--- src/tpa_pkg.sv ---
// ----------------------------------------------------------------------------
// tpa_pkg
// Shared widths, register indexes, status codes and record types for the
// tachometer period averager.
// ----------------------------------------------------------------------------
package tpa_pkg;

    localparam int PERIOD_WIDTH = 16;
    localparam int AVG_SAMPLES  = 4;   // power of two, 2 to 16
    localparam int AVG_LOG2     = $clog2(AVG_SAMPLES);
    localparam int SUM_WIDTH    = PERIOD_WIDTH + AVG_LOG2;
    localparam int CORR_WIDTH   = 8;
    localparam int CFG_IDX_W    = 2;

    localparam logic [PERIOD_WIDTH-1:0] MAX_PERIOD_RST = PERIOD_WIDTH'(5000);
    localparam logic [PERIOD_WIDTH-1:0] MIN_PERIOD_RST = PERIOD_WIDTH'(100);
    localparam logic [CORR_WIDTH-1:0]   CORRECTION_RST = CORR_WIDTH'(6);

    localparam logic [CFG_IDX_W-1:0] REG_MAX_PERIOD = 2'd0;
    localparam logic [CFG_IDX_W-1:0] REG_MIN_PERIOD = 2'd1;
    localparam logic [CFG_IDX_W-1:0] REG_CORRECTION = 2'd2;

    typedef enum logic [1:0] {
        SPEED_NORMAL  = 2'd0,
        SPEED_MAXIMUM = 2'd1,
        SPEED_STOPPED = 2'd2
    } speed_t;

    typedef struct packed {
        logic [PERIOD_WIDTH-1:0] max_period;
        logic [PERIOD_WIDTH-1:0] min_period;
        logic [CORR_WIDTH-1:0]   correction;
    } cfg_t;

    // Packed high-to-low as declared, which matches the output tdata layout.
    typedef struct packed {
        speed_t                  speed_status;
        logic [PERIOD_WIDTH-1:0] average_period;
        logic                    average_ready;
        logic [PERIOD_WIDTH-1:0] last_period;
        logic                    edge_seen;
    } result_t;

    localparam int RESULT_W = $bits(result_t);
    localparam int M_DATA_W = ((RESULT_W + 7) / 8) * 8;
    localparam int S_DATA_W = 8;

endpackage

--- src/tpa_cfg_regs.sv ---
// ----------------------------------------------------------------------------
// tpa_cfg_regs
// Configuration register file: maximum period, minimum period, correction.
// ----------------------------------------------------------------------------
module tpa_cfg_regs (
    input  logic                          aclk,
    input  logic                          aresetn,
    input  logic                          cfg_valid,
    output logic                          cfg_ready,
    input  logic [tpa_pkg::CFG_IDX_W-1:0] cfg_index,
    input  logic [31:0]                   cfg_data,
    output tpa_pkg::cfg_t                 cfg
);
    import tpa_pkg::*;

    cfg_t cfg_reg;
    cfg_t cfg_next;

    assign cfg_ready = 1'b1;
    assign cfg       = cfg_reg;

    always_comb begin
        cfg_next = cfg_reg;
        if (cfg_valid) begin
            case (cfg_index)
                REG_MAX_PERIOD: cfg_next.max_period = cfg_data[PERIOD_WIDTH-1:0];
                REG_MIN_PERIOD: cfg_next.min_period = cfg_data[PERIOD_WIDTH-1:0];
                REG_CORRECTION: cfg_next.correction = cfg_data[CORR_WIDTH-1:0];
                default:        cfg_next = cfg_reg;
            endcase
        end
    end

    always_ff @(posedge aclk) begin
        if (!aresetn) begin
            cfg_reg.max_period <= MAX_PERIOD_RST;
            cfg_reg.min_period <= MIN_PERIOD_RST;
            cfg_reg.correction <= CORRECTION_RST;
        end else begin
            cfg_reg <= cfg_next;
        end
    end

endmodule

--- src/tpa_datapath.sv ---
// ----------------------------------------------------------------------------
// tpa_datapath
// Edge detect, saturating tick counter, capture accumulator and mean with
// correction; updates its state when a sample advances.
// ----------------------------------------------------------------------------
module tpa_datapath (
    input  logic             aclk,
    input  logic             aresetn,
    input  logic             advance,
    input  logic             level,
    input  tpa_pkg::cfg_t    cfg,
    output tpa_pkg::result_t result
);
    import tpa_pkg::*;

    logic                    prev_reg,  prev_next;
    logic [PERIOD_WIDTH-1:0] tick_reg,  tick_next;
    logic [PERIOD_WIDTH-1:0] capt_reg,  capt_next;
    logic [SUM_WIDTH-1:0]    sum_reg,   sum_next;
    logic [AVG_LOG2-1:0]     ncap_reg,  ncap_next;
    logic [PERIOD_WIDTH-1:0] avg_reg,   avg_next;

    logic                    edge_det;
    logic                    fire;
    logic [PERIOD_WIDTH:0]   count_inc;
    logic [PERIOD_WIDTH-1:0] count;
    logic [SUM_WIDTH-1:0]    sum_inc;
    logic [PERIOD_WIDTH:0]   mean_wide;
    logic [PERIOD_WIDTH-1:0] mean;

    always_comb begin
        edge_det  = prev_reg & ~level;
        count_inc = {1'b0, tick_reg} + (PERIOD_WIDTH+1)'(1);
        count     = (count_inc > {1'b0, cfg.max_period}) ? cfg.max_period
                                                         : count_inc[PERIOD_WIDTH-1:0];
        sum_inc   = sum_reg + SUM_WIDTH'(count);
        fire      = (ncap_reg == AVG_LOG2'(AVG_SAMPLES - 1));
        mean_wide = {1'b0, sum_inc[SUM_WIDTH-1:AVG_LOG2]}
                  + (PERIOD_WIDTH+1)'(cfg.correction);
        mean      = mean_wide[PERIOD_WIDTH] ? {PERIOD_WIDTH{1'b1}}
                                            : mean_wide[PERIOD_WIDTH-1:0];

        prev_next = level;
        tick_next = tick_reg;
        capt_next = capt_reg;
        sum_next  = sum_reg;
        ncap_next = ncap_reg;
        avg_next  = avg_reg;

        if (edge_det) begin
            capt_next = count;
            tick_next = '0;
            if (fire) begin
                avg_next  = mean;
                sum_next  = '0;
                ncap_next = '0;
            end else begin
                sum_next  = sum_inc;
                ncap_next = ncap_reg + AVG_LOG2'(1);
            end
        end else begin
            tick_next = count;
            if (count >= cfg.max_period) begin
                avg_next  = cfg.max_period;
                sum_next  = '0;
                ncap_next = '0;
            end
        end

        result.edge_seen      = edge_det;
        result.last_period    = capt_next;
        result.average_ready  = edge_det & fire;
        result.average_period = avg_next;
        if (avg_next <= cfg.min_period) begin
            result.speed_status = SPEED_MAXIMUM;
        end else if (avg_next >= cfg.max_period) begin
            result.speed_status = SPEED_STOPPED;
        end else begin
            result.speed_status = SPEED_NORMAL;
        end
    end

    always_ff @(posedge aclk) begin
        if (!aresetn) begin
            prev_reg <= 1'b1;
            tick_reg <= '0;
            capt_reg <= '0;
            sum_reg  <= '0;
            ncap_reg <= '0;
            avg_reg  <= '0;
        end else if (advance) begin
            prev_reg <= prev_next;
            tick_reg <= tick_next;
            capt_reg <= capt_next;
            sum_reg  <= sum_next;
            ncap_reg <= ncap_next;
            avg_reg  <= avg_next;
        end
    end

endmodule

--- src/tachometer_period_averager_unit.sv ---
// ----------------------------------------------------------------------------
// tachometer_period_averager_unit
// Measures sensor periods from per-tick samples and reports a four-capture
// mean with correction and a speed status, one result per tick.
//
//   Channel | Ports                        | Carries
//   --------+------------------------------+-------------------------------
//   input   | s_tvalid s_tready s_tdata    | one tick sample
//   result  | m_tvalid m_tready m_tdata    | one result per tick
//   config  | cfg_valid cfg_ready cfg_*    | register index and write data
//
// One tick per cycle while the result side is not stalled; a request passes
// the input register and then the output register from accept to result.
// Reset (aresetn low, synchronous) empties both registers and restores the
// register defaults. A stalled result holds in the output register while the
// input register still takes the next request; input stalls only when both
// are full.
// ----------------------------------------------------------------------------
module tachometer_period_averager_unit (
    input  logic                          aclk,
    input  logic                          aresetn,
    input  logic                          s_tvalid,
    output logic                          s_tready,
    input  logic [tpa_pkg::S_DATA_W-1:0]  s_tdata,   // [0] sensor_level
    output logic                          m_tvalid,
    input  logic                          m_tready,
    // [0] edge_seen, [16:1] last_period, [17] average_ready,
    // [33:18] average_period, [35:34] speed_status
    output logic [tpa_pkg::M_DATA_W-1:0]  m_tdata,
    input  logic                          cfg_valid,
    output logic                          cfg_ready,
    input  logic [tpa_pkg::CFG_IDX_W-1:0] cfg_index,
    input  logic [31:0]                   cfg_data
);
    import tpa_pkg::*;

    cfg_t    cfg;
    result_t result;
    result_t res_reg;
    logic    in_valid_reg;
    logic    level_reg;
    logic    out_valid_reg;
    logic    advance;

    assign advance  = in_valid_reg & (~out_valid_reg | m_tready);
    assign s_tready = ~in_valid_reg | advance;
    assign m_tvalid = out_valid_reg;
    assign m_tdata  = M_DATA_W'(res_reg);

    tpa_cfg_regs u_cfg (
        .aclk      (aclk),
        .aresetn   (aresetn),
        .cfg_valid (cfg_valid),
        .cfg_ready (cfg_ready),
        .cfg_index (cfg_index),
        .cfg_data  (cfg_data),
        .cfg       (cfg)
    );

    tpa_datapath u_dp (
        .aclk    (aclk),
        .aresetn (aresetn),
        .advance (advance),
        .level   (level_reg),
        .cfg     (cfg),
        .result  (result)
    );

    always_ff @(posedge aclk) begin
        if (!aresetn) begin
            in_valid_reg  <= 1'b0;
            out_valid_reg <= 1'b0;
        end else begin
            if (s_tready) begin
                in_valid_reg <= s_tvalid;
            end
            if (advance) begin
                out_valid_reg <= 1'b1;
            end else if (m_tready) begin
                out_valid_reg <= 1'b0;
            end
        end
    end

    always_ff @(posedge aclk) begin
        if (s_tvalid && s_tready) begin
            level_reg <= s_tdata[0];
        end
        if (advance) begin
            res_reg <= result;
        end
    end

endmodule

--- config.mk ---
export PLATFORM = sky130hd
export DESIGN_NAME = tachometer_period_averager_unit
export DESIGN_NICKNAME = d
export VERILOG_FILES = /design/src/tpa_pkg.sv /design/src/tpa_cfg_regs.sv /design/src/tpa_datapath.sv /design/src/tachometer_period_averager_unit.sv
export SDC_FILE = /design/constraint.sdc
export NUM_CORES = 1
export LEC_CHECK = 0
export ABC_AREA = 0
export BUFFER_PORTS_ARGS = -buffer_cell sky130_fd_sc_hd__buf_2
export CAP_MARGIN = 20
export CORE_MARGIN = 1
export CORE_UTILIZATION = 60
export DETAILED_ROUTE_END_ITERATION = 10
export HOLD_SLACK_MARGIN = 0.08
export MAX_ROUTING_LAYER = met4
export PLACE_DENSITY = 0.88
export SLEW_MARGIN = 20
export SYNTH_ARGS = -nofsm -noshare
export SYNTH_HDL_FRONTEND = slang
export SYNTH_SLANG_ARGS = --single-unit
--- constraint.sdc ---
create_clock -name aclk -period 10.6 [get_ports aclk]
set_input_delay 0.53 -clock aclk [delete_from_list [all_inputs] [get_ports aclk]]
set_output_delay 0.53 -clock aclk [all_outputs]
set_load 0.1 [all_outputs]
==> results.md <==
* Die Footprint at 0.0154 mm²
* Crit-path max FO at 19
* Total power density per cell area at 143 mW/mm²
* # resized after CTS at 0
* Pins over their slew limit at 0
* Hold bufs inserted after CTS at 0
* Area leader, netlist: dfxtp_1
* Cells on worst reg2reg path at 38
* Die Width at 124 µm
* Inserted Diodes at 0
* Number of global-route vias before repair at 7669
* Static Leak at 4.35 nW
* WL final at 24.3 mm
* Yosys top cell area share at 0.248
* GRT Total Usage at 0.338
* Mapped Area at 0.00894 mm²
* Max cap viols at 0
* Total gr overflow at 0
* Worst EP required at 10760 ps
* Hold slack at 275 ps
* Slowest CP cell: mux2i_1
* Critical Path Start: u_dp.tick_reg[0]
* Status: complete, no violations
* Period utilization at 0.956
* Startpoint types: flip-flop
* Number of fill cells at 1102
* FP Rows at 44
* Starting Density at 0.615
* RR Startpoint: u_dp.tick_reg[0]
* Wire length per cell at 19.4 µm
* Worst-Margin Slew at 919 ps
* Final TNS setup at 0 ps
* Clock skew at 10.5 ps
* Total vias in the final route at 7984
* Post-CTS Setup Inserts at 0
* Clock sink total at 148
* Most numerous cell in the Yosys netlist: nand2_1
* Share of cells above drive strength 1 at 0.113
* Max reg flops at 40
* CP max stage delay at 590 ps
* Antenna viol nets, final at 0
* Most frequent cells after synthesis: nand2_1 (142), dfxtp_1 (111), ha_1 (90), a21oi_1 (62), o21ai_0 (59)
* Yosys warning count at 0
* Final Setup Violations at 0
* # H-tree levels at 4
* Sequential fraction of the synthesis area at 0.373
* Critical path data arrival time at 10290 ps
* Final GP Congestion at 1.00
* Clock group share of total power at 0.440
* RSZ-0062 raised after global routing: false
* Post-DP HPWL at 16.6 mm
* DRC at 0
* Inserted Clock Buffers at 17
* Post-synth EDFFs at 37
* Top Ports at 90
* Yosys cell types at 70
* Min Tclk post-route at 10130 ps
* Switching power at 0.396 mW
* Area Growth Syn to Fin at 11.4%
* Net count, final at 1190
* R2r endpoint: m_tdata[35]
* Nature of the critical path endpoint: flip-flop
* Combinational share of power at 0.133
* Via-to-Cell Ratio at 6.40
* IO buf count at 61
* Max Root-Sink Buffers at 2
* R2R Setup Slk at 470 ps
* Yosys reg bits at 148
* Area contributors post-synth: dfxtp_1 (25%), ha_1 (13%), edfxtp_1 (12%)
* DR iter-0 viols at 892
* Worst hold path class: input port to flip-flop
* Max IR drop VDD at 124 µV
* Fmax at 0.0987 GHz
* Clock insertion delay at the later pin of the skew report at 440 ps
* Initial antenna violation count at 0
* Cell mode on critical path: o21a_1
* Sequential Area at 0.00333 mm²
* Sequential power share at 0.427
* Worst setup path class: flip-flop to flip-flop
* Switching Fraction at 0.278
* Mapped Cells at 1009
* Core Area at 0.0145 mm²
* Avg Cell Area, Syn at 8.86 µm²
* Area of the multi-input gates at 0.00520 mm²
* Global-route wire length before repair at 38.5 mm
* CTS Root Cell: clkbuf_16
* Worst setup endpoint: m_tdata[35]
* Final hold viol count at 0
* Largest net degree at the start of global routing at 99
* First-pass DRT Iterations at 5
* Power Internal at 1.03 mW
* CTS tree: yes
* Die H at 124 µm
* Post-synth top flop: dfxtp_1
* Normalized max-slew margin at 0.387
* Asr flop ratio synth at 0
* Reg clk slew, reported paths at 60 ps
[stage by stage]
step	utilization	instance area [µm²]	setup slack (ps)	cells	power [mW]
final	0.685	9960	466	1248	1.43
after global placement	0.642	9330	971	1216	0.798
after global routing	0.685	9960	103	1248	1.47
after CTS	0.684	9940	550	1248	1.42
after floorplan	-	8950	2300	1012	0.760
after detailed placement	0.642	9330	745	1216	0.804
[logic make-up (layout without fill, tap and decap cells)]
logic type | count (synthesis) | count (layout) | share of synthesized area
AO/OA/AOI/OAI | 294 | 294 | 0.220
buffers and inverters | 108 | 160 | 0.0497
flip-flops | 148 | 148 | 0.373
adder cells (fa/ha/maj) | 92 | 92 | 0.130
XOR/XNOR | 34 | 34 | 0.0333
AND/OR/NAND/NOR | 308 | 308 | 0.167
multiplexers | 23 | 23 | 0.0262
other | 2 | 5 | 0.000840
[area by class of cell]
class                   instances  area share
multi-input cells             756       0.522
clock inverters                10      0.0116
well taps                     184      0.0231
inverters                      59      0.0222
clock buffers                  22      0.0499
repair buffers                 69      0.0367
flip-flops and latches        148       0.335
[placed cells by master, fill, tap and decap left out, types with 4 or more instances in the layout]
cell type,n
a211oi_1,6
a21boi_0,29
a21o_1,21
a21oi_1,62
a22oi_1,20
a31oi_1,5
and2_1,15
and3_1,5
buf_2,61
buf_4,8
clkbuf_16,19
conb_1,5
dfxtp_1,111
edfxtp_1,37
ha_1,90
inv_1,57
mux2i_1,20
nand2_1,142
nand2b_1,6
nand3_1,22
nand3b_1,5
nand4_1,13
nor2_1,33
nor2b_1,30
nor3_1,14
o211ai_1,17
o21a_1,11
o21ai_0,59
o221ai_1,19
o22ai_1,14
or3_1,4
xnor2_1,19
xor2_1,15
[power groups by stage]
stage | clock (mW) | combinational, mW | sequential [mW]
after floorplan | 0 | 0.0912 | 0.669
after global placement | 0 | 0.178 | 0.620
after detailed placement | 0 | 0.183 | 0.621
after CTS | 0.628 | 0.186 | 0.609
after global routing | 0.656 | 0.202 | 0.610
final | 0.627 | 0.189 | 0.609
[per-layer routing]
metal,track usage,up-vias,wire [µm],share of wire
met5,-,-,0,0
met4,0.188,0,1110,0.046
met3,0.0879,106,2160,0.089
met2,0.523,398,11200,0.46
met1,0.400,3751,9760,0.40
li1,-,3729,-,-
[worst max-delay path: cells and delay by family (launching register included)]
family / cells / cell delay (ps)
AOI/OAI and AO/OA: 22 / 4910
DFF: 1 / 450
buffers and inverters: 2 / 590
muxes: 1 / 590
xor gates and xnor gates: 2 / 530
adders and majority gates: 5 / 1650
and+or+nand+nor: 6 / 1130
[how the worst min path moves through the flow]
stage                        from       endpoint  slack, ps  depth (start not counted)
floorplan           u_dp.prev_reg  u_dp.prev_reg        440                          2
global placement    u_dp.prev_reg  u_dp.prev_reg        450                          2
detailed placement  u_cfg.cfg[19]  u_cfg.cfg[19]        460                          2
CTS                    s_tdata[0]      level_reg        270                          1
global route           s_tdata[0]      level_reg        280                          1
finish                 s_tdata[0]      level_reg        270                          1
Note: power is estimated with default switching activity, not from simulation.
